===== config.mk =====
export PLATFORM = sky130hd
export DESIGN_NAME = i2c_master_bit_sequencer_flat
export DESIGN_NICKNAME = d
export VERILOG_FILES = /design/src/rtl/i2cbs_pkg.sv /design/src/rtl/i2cbs_if.sv /design/src/rtl/i2cbs_front.sv /design/src/rtl/i2cbs_queue.sv /design/src/rtl/i2cbs_back.sv /design/src/rtl/i2c_master_bit_sequencer.sv /design/src/flat_wrapper.sv
export VERILOG_INCLUDE_DIRS = /design/src /design/src/rtl
export SDC_FILE = /design/constraint.sdc
export NUM_CORES = 1
export LEC_CHECK = 0
export BUFFER_PORTS_ARGS = -buffer_cell sky130_fd_sc_hd__buf_2
export CAP_MARGIN = 20
export CORE_MARGIN = 4
export CORE_UTILIZATION = 42
export DETAILED_ROUTE_END_ITERATION = 6
export GPL_ROUTABILITY_DRIVEN = 0
export SKIP_LAST_GASP = 1
export SYNTH_ARGS = -nofsm -noshare
export SYNTH_HDL_FRONTEND = slang
export SYNTH_SLANG_ARGS = --single-unit

===== constraint.sdc =====
create_clock -name clk -period 7.5 [get_ports clk]
set_clock_uncertainty 0.2 [all_clocks]
set_input_delay 1.5 -clock clk [delete_from_list [all_inputs] [get_ports clk]]
set_output_delay 1.5 -clock clk [all_outputs]
set_load 0.02 [all_outputs]

===== src/rtl/i2c_master_bit_sequencer_macros.svh =====
// assertion macros shared by the bit sequencer rtl
// expects clk and arst_n to exist in the module that uses them
`ifndef I2C_MASTER_BIT_SEQUENCER_MACROS_SVH
`define I2C_MASTER_BIT_SEQUENCER_MACROS_SVH

// same-cycle implication, held off while in reset
`define I2CBS_ASSERT_IMPL(lbl, ante, cons) \
	lbl: assert property (@(posedge clk) disable iff (!arst_n) (ante) |-> (cons)) \
		else $error("i2cbs assertion failed");

// next-cycle implication, held off while in reset
`define I2CBS_ASSERT_NEXT(lbl, ante, cons) \
	lbl: assert property (@(posedge clk) disable iff (!arst_n) (ante) |=> (cons)) \
		else $error("i2cbs assertion failed");

`endif


===== src/rtl/i2cbs_pkg.sv =====
// shared types, command codes and the phase table of the bit sequencer
// no dependencies
package i2cbs_pkg;

	localparam logic [1:0] CMD_START = 2'd0;
	localparam logic [1:0] CMD_WRITE = 2'd1;
	localparam logic [1:0] CMD_READ  = 2'd2;
	localparam logic [1:0] CMD_STOP  = 2'd3;

	localparam int QUEUE_DEPTH = 2;
	localparam logic [7:0] PHASE_LENGTH_RST = 8'd7;

	localparam int IDX_W = 5;
	localparam logic [IDX_W-1:0] LAST_IDX_SHORT = 5'd2;
	localparam logic [IDX_W-1:0] LAST_IDX_BYTE  = 5'd18;
	localparam logic [IDX_W-1:0] ACK_LO_IDX     = 5'd16;
	localparam logic [IDX_W-1:0] ACK_HI_IDX     = 5'd17;

	typedef struct packed {
		logic [1:0]       kind;
		logic [7:0]       data;
		logic             nack;
		logic [IDX_W-1:0] last_idx;
	} cmd_desc_t;

	typedef struct packed {
		logic       scl;
		logic       drv;
		logic       sda;
		logic [7:0] rx;
		logic       last;
	} phase_t;

	typedef struct packed {
		logic full;
		logic empty;
	} q_stat_t;

	// line levels of phase idx of a command
	function automatic phase_t phase_of(cmd_desc_t d, logic [IDX_W-1:0] idx);
		phase_t p;
		logic [7:0] sh;
		p = '0;
		sh = d.data << idx[3:1];
		p.last = (idx == d.last_idx);
		case (d.kind)
			CMD_START: begin
				p.drv = 1'b1;
				p.scl = (idx != LAST_IDX_SHORT);
				p.sda = (idx == '0);
			end
			CMD_WRITE: begin
				if (!idx[4]) begin
					p.scl = idx[0];
					p.drv = 1'b1;
					p.sda = sh[7];
				end else if (idx == ACK_LO_IDX || idx == ACK_HI_IDX) begin
					p.scl = (idx == ACK_HI_IDX);
					p.sda = 1'b1;
				end else begin
					p.drv = 1'b1;
				end
			end
			CMD_READ: begin
				if (!idx[4]) begin
					p.scl = idx[0];
					p.sda = 1'b1;
				end else if (idx == ACK_LO_IDX || idx == ACK_HI_IDX) begin
					p.scl = (idx == ACK_HI_IDX);
					p.drv = 1'b1;
					p.sda = d.nack;
				end else begin
					p.drv = 1'b1;
					p.sda = 1'b1;
					p.rx  = d.data;
				end
			end
			default: begin
				p.scl = (idx != '0);
				p.drv = (idx != LAST_IDX_SHORT);
				p.sda = (idx == LAST_IDX_SHORT);
			end
		endcase
		return p;
	endfunction

endpackage


===== src/rtl/i2cbs_if.sv =====
// request and line phase channels of the bit sequencer
// no dependencies
interface i2cbs_cmd_if;
	logic       valid;
	logic       ready;
	logic [1:0] func;
	logic [7:0] tx_byte;
	logic       send_nack;
	logic [7:0] bus_levels;

	modport source (output valid, func, tx_byte, send_nack, bus_levels, input ready);
	modport sink (input valid, func, tx_byte, send_nack, bus_levels, output ready);
endinterface

interface i2cbs_phase_if;
	logic       valid;
	logic       ready;
	logic       scl_level;
	logic       sda_driven;
	logic       sda_level;
	logic [7:0] rx_byte;
	logic       last_phase;

	modport source (output valid, scl_level, sda_driven, sda_level, rx_byte, last_phase,
		input ready);
	modport sink (input valid, scl_level, sda_driven, sda_level, rx_byte, last_phase,
		output ready);
endinterface


===== src/rtl/i2cbs_front.sv =====
// front end: takes requests, classifies them and pushes a descriptor
// depends on i2cbs_pkg and i2cbs_if
module i2cbs_front (
	input  logic                  clk,
	input  logic                  arst_n,
	i2cbs_cmd_if.sink             cmd,
	input  i2cbs_pkg::q_stat_t    q_stat,
	output logic                  push,
	output i2cbs_pkg::cmd_desc_t  push_desc
);

	logic                 valid_s1;
	i2cbs_pkg::cmd_desc_t desc_s1;
	i2cbs_pkg::cmd_desc_t desc_new;
	logic                 accept;
	logic                 is_byte;

	assign push      = valid_s1 && !q_stat.full;
	assign push_desc = desc_s1;
	assign cmd.ready = !valid_s1 || !q_stat.full;
	assign accept    = cmd.valid && cmd.ready;

	// a read carries the sampled levels, they form the received byte directly
	assign is_byte = (cmd.func == i2cbs_pkg::CMD_WRITE) || (cmd.func == i2cbs_pkg::CMD_READ);

	always_comb begin
		desc_new.kind     = cmd.func;
		desc_new.data     = (cmd.func == i2cbs_pkg::CMD_READ) ? cmd.bus_levels : cmd.tx_byte;
		desc_new.nack     = cmd.send_nack;
		desc_new.last_idx = is_byte ? i2cbs_pkg::LAST_IDX_BYTE : i2cbs_pkg::LAST_IDX_SHORT;
	end

	always_ff @(posedge clk or negedge arst_n) begin
		if (!arst_n) begin
			valid_s1 <= 1'b0;
		end else if (cmd.ready) begin
			valid_s1 <= cmd.valid;
		end
	end

	always_ff @(posedge clk) begin
		if (accept) begin
			desc_s1 <= desc_new;
		end
	end

endmodule


===== src/rtl/i2cbs_queue.sv =====
// short descriptor queue between front and back end
// depends on i2cbs_pkg
module i2cbs_queue #(
	parameter int Depth = i2cbs_pkg::QUEUE_DEPTH
) (
	input  logic                  clk,
	input  logic                  arst_n,
	input  logic                  push,
	input  i2cbs_pkg::cmd_desc_t  push_desc,
	input  logic                  pop,
	output i2cbs_pkg::cmd_desc_t  pop_desc,
	output i2cbs_pkg::q_stat_t    q_stat
);

	localparam int PtrW = $clog2(Depth);
	localparam int CntW = $clog2(Depth + 1);
	localparam logic [PtrW-1:0] PtrLast = PtrW'(Depth - 1);
	localparam logic [CntW-1:0] CntFull = CntW'(Depth);

	i2cbs_pkg::cmd_desc_t slot_q [Depth];
	logic [PtrW-1:0] wr_ptr_q;
	logic [PtrW-1:0] rd_ptr_q;
	logic [CntW-1:0] cnt_q;

	assign q_stat.full  = (cnt_q == CntFull);
	assign q_stat.empty = (cnt_q == '0);
	assign pop_desc     = slot_q[rd_ptr_q];

	always_ff @(posedge clk or negedge arst_n) begin
		if (!arst_n) begin
			wr_ptr_q <= '0;
			rd_ptr_q <= '0;
			cnt_q    <= '0;
		end else begin
			if (push) begin
				wr_ptr_q <= (wr_ptr_q == PtrLast) ? '0 : wr_ptr_q + 1'b1;
			end
			if (pop) begin
				rd_ptr_q <= (rd_ptr_q == PtrLast) ? '0 : rd_ptr_q + 1'b1;
			end
			if (push && !pop) begin
				cnt_q <= cnt_q + 1'b1;
			end else if (pop && !push) begin
				cnt_q <= cnt_q - 1'b1;
			end
		end
	end

	always_ff @(posedge clk) begin
		if (push) begin
			slot_q[wr_ptr_q] <= push_desc;
		end
	end

endmodule


===== src/rtl/i2cbs_back.sv =====
// back end: walks the line phases of one descriptor and paces them
// depends on i2cbs_pkg, i2cbs_if and the assertion macro header
`include "i2c_master_bit_sequencer_macros.svh"

module i2cbs_back (
	input  logic                  clk,
	input  logic                  arst_n,
	input  logic [7:0]            phase_length,
	input  i2cbs_pkg::q_stat_t    q_stat,
	input  i2cbs_pkg::cmd_desc_t  pop_desc,
	output logic                  pop,
	i2cbs_phase_if.source         phase
);

	logic                          busy_q;
	i2cbs_pkg::cmd_desc_t          desc_q;
	logic [i2cbs_pkg::IDX_W-1:0]   idx_q;
	logic [7:0]                    tick_q;
	logic                          out_valid_q;
	i2cbs_pkg::phase_t             out_q;
	i2cbs_pkg::phase_t             cur;
	logic                          tick_done;
	logic                          slot_free;
	logic                          load;

	assign pop       = !busy_q && !q_stat.empty;
	assign tick_done = ({1'b0, tick_q} + 9'd1) >= {1'b0, phase_length};
	assign slot_free = !out_valid_q || phase.ready;
	assign load      = busy_q && tick_done && slot_free;
	assign cur       = i2cbs_pkg::phase_of(desc_q, idx_q);

	always_ff @(posedge clk or negedge arst_n) begin
		if (!arst_n) begin
			busy_q      <= 1'b0;
			idx_q       <= '0;
			tick_q      <= '0;
			out_valid_q <= 1'b0;
		end else begin
			if (pop) begin
				busy_q <= 1'b1;
				idx_q  <= '0;
				tick_q <= '0;
			end else if (load) begin
				tick_q <= '0;
				if (cur.last) begin
					busy_q <= 1'b0;
				end else begin
					idx_q <= idx_q + 1'b1;
				end
			end else if (busy_q && !tick_done) begin
				tick_q <= tick_q + 1'b1;
			end
			if (load) begin
				out_valid_q <= 1'b1;
			end else if (phase.ready) begin
				out_valid_q <= 1'b0;
			end
		end
	end

	always_ff @(posedge clk) begin
		if (pop) begin
			desc_q <= pop_desc;
		end
		if (load) begin
			out_q <= cur;
		end
	end

	assign phase.valid      = out_valid_q;
	assign phase.scl_level  = out_q.scl;
	assign phase.sda_driven = out_q.drv;
	assign phase.sda_level  = out_q.sda;
	assign phase.rx_byte    = out_q.rx;
	assign phase.last_phase = out_q.last;

	`I2CBS_ASSERT_NEXT(a_last_frees, load && cur.last, !busy_q)
	`I2CBS_ASSERT_IMPL(a_idx_bound, busy_q, idx_q <= desc_q.last_idx)
	`I2CBS_ASSERT_IMPL(a_rx_only_last, out_valid_q && !out_q.last, out_q.rx == '0)
	`I2CBS_ASSERT_NEXT(a_pop_starts, pop, busy_q && idx_q == '0 && tick_q == '0)

endmodule


===== src/rtl/i2c_master_bit_sequencer.sv =====
// i2c master bit sequencer top level: front end, descriptor queue, back end
// a taken request passes the front end register and the descriptor queue before an idle
// back end pops it; the back end tick counter then paces each phase by phase_length
// a byte request walks 19 line phases, a start or stop 3; a phase not yet taken holds the walk
// reset: arst_n clears all control state and sets phase_length to 7
module i2c_master_bit_sequencer #(
	parameter int QueueDepth = i2cbs_pkg::QUEUE_DEPTH
) (
	input  logic          clk,
	input  logic          arst_n,
	input  logic          cfg_wr_en,
	input  logic [7:0]    cfg_wr_data,
	i2cbs_cmd_if.sink     cmd,
	i2cbs_phase_if.source phase
);

	// phase length register, only paces the phases and never changes a result
	logic [7:0] phase_length_q;

	// front to queue
	logic                 push;
	i2cbs_pkg::cmd_desc_t push_desc;

	// queue to back end
	logic                 pop;
	i2cbs_pkg::cmd_desc_t pop_desc;
	i2cbs_pkg::q_stat_t   q_stat;

	always_ff @(posedge clk or negedge arst_n) begin
		if (!arst_n) begin
			phase_length_q <= i2cbs_pkg::PHASE_LENGTH_RST;
		end else if (cfg_wr_en) begin
			phase_length_q <= cfg_wr_data;
		end
	end

	// request intake and classification, stalls only when the queue is full
	i2cbs_front u_front (
		.clk       (clk),
		.arst_n    (arst_n),
		.cmd       (cmd),
		.q_stat    (q_stat),
		.push      (push),
		.push_desc (push_desc)
	);

	// decouples intake from the slow line phase walk
	i2cbs_queue #(
		.Depth (QueueDepth)
	) u_queue (
		.clk       (clk),
		.arst_n    (arst_n),
		.push      (push),
		.push_desc (push_desc),
		.pop       (pop),
		.pop_desc  (pop_desc),
		.q_stat    (q_stat)
	);

	// phase walk with its own output register; a held phase stalls the walk and, once the queue fills, intake
	i2cbs_back u_back (
		.clk          (clk),
		.arst_n       (arst_n),
		.phase_length (phase_length_q),
		.q_stat       (q_stat),
		.pop_desc     (pop_desc),
		.pop          (pop),
		.phase        (phase)
	);

endmodule


===== src/flat_wrapper.sv =====
// flat-port wrapper written by rule: the top's interface ports become plain ports
module i2c_master_bit_sequencer_flat 
#(
	parameter int QueueDepth = i2cbs_pkg::QUEUE_DEPTH
)
  (clk, arst_n, cfg_wr_en, cfg_wr_data, cmd_valid, cmd_func, cmd_tx_byte, cmd_send_nack, cmd_bus_levels, cmd_ready, phase_valid, phase_scl_level, phase_sda_driven, phase_sda_level, phase_rx_byte, phase_last_phase, phase_ready);
  i2cbs_cmd_if cmd_i ();
  i2cbs_phase_if phase_i ();
  input  logic clk;
  input  logic arst_n;
  input  logic cfg_wr_en;
  input  logic [7:0] cfg_wr_data;
  input wire logic [$bits(cmd_i.valid)-1:0] cmd_valid;
  input wire logic [$bits(cmd_i.func)-1:0] cmd_func;
  input wire logic [$bits(cmd_i.tx_byte)-1:0] cmd_tx_byte;
  input wire logic [$bits(cmd_i.send_nack)-1:0] cmd_send_nack;
  input wire logic [$bits(cmd_i.bus_levels)-1:0] cmd_bus_levels;
  output wire logic [$bits(cmd_i.ready)-1:0] cmd_ready;
  output wire logic [$bits(phase_i.valid)-1:0] phase_valid;
  output wire logic [$bits(phase_i.scl_level)-1:0] phase_scl_level;
  output wire logic [$bits(phase_i.sda_driven)-1:0] phase_sda_driven;
  output wire logic [$bits(phase_i.sda_level)-1:0] phase_sda_level;
  output wire logic [$bits(phase_i.rx_byte)-1:0] phase_rx_byte;
  output wire logic [$bits(phase_i.last_phase)-1:0] phase_last_phase;
  input wire logic [$bits(phase_i.ready)-1:0] phase_ready;
  assign cmd_i.valid = cmd_valid;
  assign cmd_i.func = cmd_func;
  assign cmd_i.tx_byte = cmd_tx_byte;
  assign cmd_i.send_nack = cmd_send_nack;
  assign cmd_i.bus_levels = cmd_bus_levels;
  assign cmd_ready = cmd_i.ready;
  assign phase_valid = phase_i.valid;
  assign phase_scl_level = phase_i.scl_level;
  assign phase_sda_driven = phase_i.sda_driven;
  assign phase_sda_level = phase_i.sda_level;
  assign phase_rx_byte = phase_i.rx_byte;
  assign phase_last_phase = phase_i.last_phase;
  assign phase_i.ready = phase_ready;
  i2c_master_bit_sequencer #(.QueueDepth(QueueDepth)) u_core (.clk(clk), .arst_n(arst_n), .cfg_wr_en(cfg_wr_en), .cfg_wr_data(cfg_wr_data), .cmd(cmd_i), .phase(phase_i));
endmodule

Word level (Yosys, flattened, before mapping)

Memories as Yosys holds them, arrays and structs flattened. A register that Yosys moved wholly into a read port is not among the register bits.
Cells that the tools add are included.

Add/subtract/negate cells: 7
$lt $le $gt $ge: 1
Eq/ne operators: 11
Shifts and indexed selects: 1
Muxes and demuxes: 28
Bitwise logic cells: 2
Reduce and logical (&&, ||, !) cells: 32

Operator list:

| kind                | count |
|---|---|
| $mux 8              | 4 |
| $mux 5              | 4 |
| $mux 1              | 16 |
| $eq 5x5->1 const B  | 2 |
| $add 8x1->9 const B | 1 |
| $ge 9x8->1          | 1 |
| $pmux 3 s3          | 1 |
| $add 8x1->8 const B | 1 |
| $logic_and 1x1->1   | 8 |
| $logic_not 1->1     | 8 |
| $reduce_bool 2->1   | 4 |
| $shl 8x3->8         | 1 |
| $eq 2x2->1 const B  | 3 |
| $add 5x1->5 const B | 1 |
| $eq 5x2->1 const B  | 1 |
| $eq 5x5->1          | 1 |
| $logic_not 5->1     | 1 |
| $ne 5x2->1 const B  | 1 |
| $reduce_bool 5->1   | 1 |
| $eq 2x1->1 const B  | 2 |
| $logic_not 2->1     | 2 |
| $logic_or 1x1->1    | 4 |
| $mux 2              | 2 |
| $reduce_and 2->1    | 2 |
| other kinds (8)     | 10 |

Register bits after elaboration: 56
RAM bits: 32
Output and inout port bits: 14
Word-level logic and storage cells: 101
Memories: 1

Memory list:

| name                  | words | bits a word | rd ports | clocked after memory_dff | write ports | RTL line          | RTL |
|---|---|---|---|---|---|---|---|
| u_core.u_queue.slot_q | 2     | 16          | 1        | 1                        | 1           | i2cbs_queue.sv:20 | `i2cbs_pkg::cmd_desc_t slot_q [Depth];` |

Longest topological paths before layout

Gate-level depths: netlist of the first run.

Word-level depth: 7
Gate-level depth with buffers: 13
Depth with buffers taken out: 11

Cells and area by module

A second synthesis of the first run with hierarchy kept.

Cell total of the unflattened synthesis: 297
Area total of the unflattened synthesis: 4493.1 um^2

By module, submodules not included:

| module                   | instances | cells an instance | area each (um^2) |
|---|---|---|---|
| i2cbs_back               | 1         | 179               | 2165.8 |
| i2cbs_queue              | 1         | 66                | 1392.6 |
| i2cbs_front              | 1         | 35                | 599.3 |
| i2c_master_bit_sequencer | 1         | 17                | 335.3 |

Least setup slack after synthesis of the first run

No wires, ideal clock.

Path kind: register to register
Start: register u_core.u_back.tick_q[2]
End: register u_core.u_back.out_q, in the netlist u_core.u_back.phase.last_phase, enable pin
Setup time: 0.380 ns
Arrival time: 2.659 ns
Setup slack: 4.260 ns
Cell stages (with the launch flop): 13
Buffers on the path: 2
Path through: dfrtp_1 nand3_1 nor2_2 nand3_1 xnor2_1 ha_1 nand3_1 o221ai_1 a31oi_1 and2_1 buf_6 buf_6 nor2_1

Word-level cells in the longest chain between the ends: 4

Ends and longest elaborated chain:

| what                            | RTL line         | RTL |
|---|---|---|
| start: declaration              | i2cbs_back.sv:18 | `logic [7:0] tick_q;` |
| start signal: assignment        | i2cbs_back.sv:51 | `tick_q <= tick_q + 1'b1;` |
| $add 8x1->9                     | i2cbs_back.sv:27 | `assign tick_done = ({1'b0, tick_q} + 9'd1) >= {1'b0, phase_length};` |
| $ge 9x8->1                      | i2cbs_back.sv:27 |  |
| $logic_and 1x1->1 (2 in series) | i2cbs_back.sv:29 | `assign load = busy_q && tick_done && slot_free;` |
| net u_core.u_back.load          | i2cbs_back.sv:24 | `logic load;` |
| end signal: assignment          | i2cbs_back.sv:66 | `out_q <= cur;` |
| end: declaration                | i2cbs_back.sv:20 | `i2cbs_pkg::phase_t out_q;` |

The timed path passes the listed nets, and every way through them passes these cells.
A chain may end at the register's enable or synchronous reset.

Worst setup path after layout of the first run

Same ends and word-level chain as after synthesis.

==> results of run 1 <==
## cells by family (layout without fill, tap and decap cells)
logic type | count (synthesis) | count (layout) | synth area share
and+or+nand+nor | 85 | 85 | 0.109
DFF | 88 | 88 | 0.630
buffers and inverters | 27 | 81 | 0.0296
adders and majority gates | 15 | 15 | 0.0472
AOI/OAI and AO/OA | 45 | 45 | 0.0733
muxes | 28 | 28 | 0.0843
xor gates and xnor gates | 12 | 12 | 0.0264
## registers in the layout, indices dropped and copies added (netlist names), 2 cells and up
signal                       flops
u_core.u_front.push_desc        12
u_core.u_queue.slot_q           24
u_core.u_back.tick_q             8
u_core.u_back.phase.rx_byte      8
u_core.u_back.desc_q            12
u_core.u_queue.cnt_q             2
u_core.phase_length_q            8
u_core.u_back.idx_q              5
## cells in the mapped netlist, types with 2 or more instances
cell type,n,area share
and3_1,2,0.0031
clkbuf_1,5,0.0047
nand3b_1,2,0.0038
o211ai_1,2,0.0038
nor2_1,10,0.0094
o21ai_0,13,0.016
nand2b_1,6,0.0094
edfxtp_1,60,0.45
nand2_1,31,0.029
mux2_2,24,0.068
nand3_1,13,0.016
xor2_1,5,0.011
a31oi_1,2,0.0031
nor3_1,2,0.0025
nor2b_1,3,0.0047
a21oi_1,9,0.011
dfstp_2,3,0.020
dfrtp_1,25,0.16
inv_1,18,0.017
o22ai_1,3,0.0047
mux4_2,2,0.011
buf_6,2,0.0057
ha_1,15,0.047
o31ai_2,2,0.0063
xnor2_1,7,0.015
mux2i_1,2,0.0050
and2_1,10,0.016
o21ai_1,4,0.0050
## final timing paths
check                                                      endpoint  cells after the start
min in group asynchronous       u_core.u_back.tick_q[0]$_DFFE_PN0P_                      1
max reg2reg                u_core.u_back.phase.last_phase$_DFFE_PP_                     11
min                           u_core.u_queue.slot_q[1][4]$_DFFE_PP_                      0
max                        u_core.u_back.phase.last_phase$_DFFE_PP_                     11
min reg2reg                   u_core.u_queue.slot_q[1][4]$_DFFE_PP_                      0
max in group asynchronous       u_core.u_queue.rd_ptr_q$_DFFE_PN0P_                      1
## power by group through the flow
stage,Combinational (mW),Sequential (mW),Clock [mW]
floorplan,0.390,0.807,0
global placement,0.506,0.803,0
detailed placement,0.515,0.809,0
CTS,0.519,0.799,0.338
global route,0.578,0.817,0.357
finish,0.513,0.795,0.324
## metrics by stage
stage	instances	setup WS, ns	cell area [µm²]	hold slack (ns)
6_report	483	4.11	4520	0.247
5_1_grt	483	3.88	4520	0.270
4_1_cts	482	3.79	4520	0.251
3_5_place_dp	466	3.80	4320	0.230
2_1_floorplan	300	4.26	3980	0.221
3_3_place_gp	466	3.94	4320	0.228
## layout make-up
type | instances | area, µm²
fill | 868 | 4720
sequential | 88 | 2510
multi-input combinational | 185 | 1350
timing repair buffer | 47 | 240
tap | 129 | 161
clock buffer | 9 | 124
clock inverter | 7 | 70.1
inverter | 18 | 67.6
## worst max-delay path, stage by stage, from the launching register on
cell	delay [ns]
dfrtp_1	0.48
nand3_1	0.21
nor2_2	0.21
nand3_1	0.14
xnor2_1	0.15
ha_1	0.30
nand3_1	0.10
o221ai_1	0.12
a31oi_1	0.18
and2_1	0.56
nor2_1	0.25
buf_4	0.25
## layer usage
metal / up-vias / global-route usage / part of all wire
met5: - / 0 / 0
met1: 1110 / 0.170 / 0.48
met4: 0 / 0.0478 / 0.017
li1: 1175 / - / -
met2: 57 / 0.191 / 0.45
met3: 12 / 0.0343 / 0.055
==> flow_summary.ini, run 1 <==
[routing]
vias_per_cell = 4.87
drt_first_pass_iters = 4
post_drt_wl_per_cell_um = 13.4
vias = 2354
wl_um = 6460
route.detailed.drc = 0
ant_nets = 0
drt_iter0_drc = 130

[critical_path]
arrival_ns = 3.31
r2r-start = u_core.u_back.tick_q[2]$_DFFE_PN0P_
cp-start-kind = flop
crit_type = flop to flop
startpoint = u_core.u_back.tick_q[2]$_DFFE_PN0P_
timing.critical_path.fanout_max = 17
end_kind = flop
cp_data_required_time_ns = 7.42
reg2reg_setup_slack_ns = 4.11

[clock_network]
cts.sinks = 88
cts_tree = built
postCtsHoldBufs = 0
post_cts_buffers = 0
cts.path.max_buffers = 2
root_buffer = clkbuf_8
insertion_delay_ns = 0.36
cts_buffers = 9
postCtsResizedCells = 0
cts_max_level = 3
clk_pin_slew_worst_paths_ns = 0.09

[sta]
rsz0062_at_grt = no
worst_pin_slew_ns = 0.977
slew_viol_final = 0
tns_ns = 0
slew_headroom = 0.346
finalSetupViolations = 0
timing.fmax_mhz = 295
period_share = 0.452
fin_crit_ns = 3.39
finalHoldViolCount = 0

[layout]
final_common_cell = edfxtp_1
antenna_cells = 0
areaGrowthSynthToFinish_pct = 13.7
drive_above_1_share = 0.282
most-common-layout-cells = 60 x edfxtp_1, 45 x buf_2, 31 x nand2_1
final_core_util = 0.490
nets = 396

[placed_design]
port_buffers = 45
hpwl_um = 4570

[power]
power.internal_mw = 1.04
worst_ir_drop_vdd_mv = 0.113
pwr-share-comb = 0.314
p_leak_nw = 1.81
p_sw_mw = 0.588
sw_frac_of_total = 0.360
clkPwrFrac = 0.199
p_per_area_nw_per_um2 = 361
finalPower_mw = 1.63
seqPwrFrac = 0.487

[synth]
syn_nets = 347
ys_ff_latch = 88
async_reset_ff_frac = 0.318
netlist_area_um2 = 3980
yosysUniqueCellTypes = 46
ys_seq_area_frac = 0.630
synth-edff-count = 60
netlist_instances = 300
yosysWarnings = 0
syn_area_per_cell_um2 = 13.3
synth_ff_type = edfxtp_1

[global_route]
grt.total_usage = 0.125
grt_pass1_vias = 2328
gr-total-overflow = 0
antenna_found_initial = 0
grt_start_max_net_pins = 29
grt_pass1_wl_um = 11000

[run]
drv_cap = 0

[hold_path]
worstHoldStart = u_core.u_front.push_desc[4]$_DFFE_PP_
min-delay-path-class = flop to flop

[floorplanning]
die_x_um = 105
boundaryPins = 46
die_h_um = 105
die_area_um2 = 11100
rows = 35
core_area_um2 = 9240
start_util = 0.430

[run_status]
status = finished clean
No activity file was read; power rests on OpenSTA's default activity.
==> inputs of run 2 (changes only) <==
==> constraint.sdc (replaced) <==
create_clock -name clk -period 2.7 [get_ports clk]
set_clock_uncertainty 0.2 [all_clocks]
set_input_delay 0.54 -clock clk [delete_from_list [all_inputs] [get_ports clk]]
set_output_delay 0.54 -clock clk [all_outputs]
set_load 0.02 [all_outputs]
==> flow_summary.ini, run 2 (synthesis gave the netlist of run 1 again) <==
[sta]
timing.hold.ws_ns = -0.0126
finalHoldViolCount = 12
slew_headroom = 0.576
rsz0062_at_grt = yes
fin_crit_ns = 2.70
finalSetupViolations = 11
tns_ns = -0.0238
slew_viol_final = 0
worst_pin_slew_ns = 0.637
timing.fmax_mhz = 370
layout_setup_ws_ns = -0.00359
period_share = 1.00

[placed_design]
hpwl_um = 4710
port_buffers = 45
pre_cts_slack_ns = -0.0207
place_area_um2 = 4450
dpl.cell_count = 474

[layout]
areaGrowthSynthToFinish_pct = 20.4
nets = 410
instances_no_fill = 497
fillers = 808
final_core_util = 0.518
drive_above_1_share = 0.356
most-common-layout-cells = 60 x edfxtp_1, 45 x buf_2, 31 x nand2_1
fin_area_um2 = 4790
largest_reg_flops = 24
top_register = u_core.u_queue.slot_q
antenna_cells = 0
final_common_cell = edfxtp_1

[run_status]
status = complete, but fails checks
violations = negative hold slack, negative setup slack

[floorplanning]
die_area_um2 = 11100
core_area_um2 = 9240
start_util = 0.430
rows = 35
boundaryPins = 46
die_h_um = 105
die_x_um = 105

[global_route]
gr-total-overflow = 0
grt_start_max_net_pins = 29
grt_pass1_wl_um = 11300
antenna_found_initial = 0
grt.total_usage = 0.127
grt_pass1_vias = 2295

[critical_path]
cp-start-kind = flop
r2r-start = u_core.u_back.tick_q[1]$_DFFE_PN0P_
r2r_end = u_core.u_back.phase.rx_byte[3]$_SDFFCE_PP0P_
timing.critical_path.fanout_max = 12
startpoint = u_core.u_back.tick_q[1]$_DFFE_PN0P_
end_kind = flop
cp_data_required_time_ns = 2.62
arrival_ns = 2.63
reg2reg_setup_slack_ns = -0.004
endpoint = u_core.u_back.phase.rx_byte[3]$_SDFFCE_PP0P_
crit_type = flop to flop
ff2ff_path_depth = 12

[power]
worst_ir_drop_vdd_mv = 0.374
p_leak_nw = 1.92
p_per_area_nw_per_um2 = 1040
finalPower_mw = 4.99

[clock_network]
cts.path.max_buffers = 2
root_buffer = clkbuf_8
cts_max_level = 3
cts_buffers = 9
insertion_delay_ns = 0.36
clk_pin_slew_worst_paths_ns = 0.10
cts_tree = built
cts.sinks = 88

[hold_path]
min-delay-path-class = input pin to asynchronous set/reset pin

[routing]
vias_per_cell = 4.81
vias = 2389
ant_nets = 0
drt_first_pass_iters = 4
route.detailed.drc = 0
post_drt_wl_per_cell_um = 13.6
drt_iter0_drc = 112
wl_um = 6760

[run]
drv_cap = 0
==> run 2: changes by cell type in the layout (fill, tap and decap cells not counted), moves of 3 or more <==
cell,change
buf_4,+10
dfrtp_1,-4
dfrtp_2,+4
o22ai_1,-3
o22ai_2,+3
==> run 2: worst min path at each step <==
| stage | endpoint | start | slack, ns |
|---|---|---|---|
| after floorplan | u_core.phase_length_q[3]$_DFFE_PN0P_ | arst_n | 0.04 |
| after global placement | u_core.u_queue.slot_q[0][14]$_DFFE_PP_ | u_core.u_front.push_desc[14]$_DFFE_PP_ | 0.23 |
| after detailed placement | u_core.u_queue.slot_q[0][14]$_DFFE_PP_ | u_core.u_front.push_desc[14]$_DFFE_PP_ | 0.23 |
| after CTS | u_core.phase_length_q[7]$_DFFE_PN0P_ | arst_n | 0.002 |
| after global routing | u_core.phase_length_q[7]$_DFFE_PN0P_ | arst_n | 0.03 |
| final | u_core.phase_length_q[7]$_DFFE_PN0P_ | arst_n | -0.01 |
==> run 2: where the power goes <==
part / total [mW] / switching (mW) / internal (mW)
clock: 0.883 / 0.518 / 0.365
combinational: 1.89 / 0.967 / 0.922
sequential: 2.22 / 0.288 / 1.93
==> run 2: final cells by class <==
type	count	area, µm²	area share
Timing Repair Buffer	61	405	0.0847
Inverter	18	67.6	0.0141
Clock buffer	9	124	0.0259
Sequential cell	88	2510	0.524
Clock inverter	7	70.1	0.0146
Multi-Input combinational cell	185	1450	0.303
Tap cell	129	161	0.0337
==> run 2: worst max-delay path: stages, from the launching register on <==
cell,delay (ns)
dfrtp_2,0.46
ha_4,0.19
nand3_4,0.10
nor2_4,0.05
xor2_2,0.14
ha_1,0.35
a21oi_2,0.15
o221ai_2,0.11
a31oi_1,0.19
and2_4,0.23
buf_12,0.13
nor2_4,0.04
buf_12,0.14
==> run 2: repair_timing <==
action | in CTS | in global routing
hold buffers | 0 | 0
buffers inserted | 2 | 4
resized for setup | 1 | 11
cloned | 0 | 2
endpoints found under the setup margin | 13 | 24
pin swaps | 0 | 11
==> run 2: layer usage <==
layer | GRT usage | vias up | share of wire | routed length [µm]
met1 | 0.180 | 1108 | 0.48 | 3240
met4 | 0.0337 | 0 | 0.0064 | 43
met3 | 0.0429 | 6 | 0.055 | 369
met2 | 0.186 | 71 | 0.46 | 3110
met5 | 0 | - | 0 | 0
li1 | - | 1204 | - | -
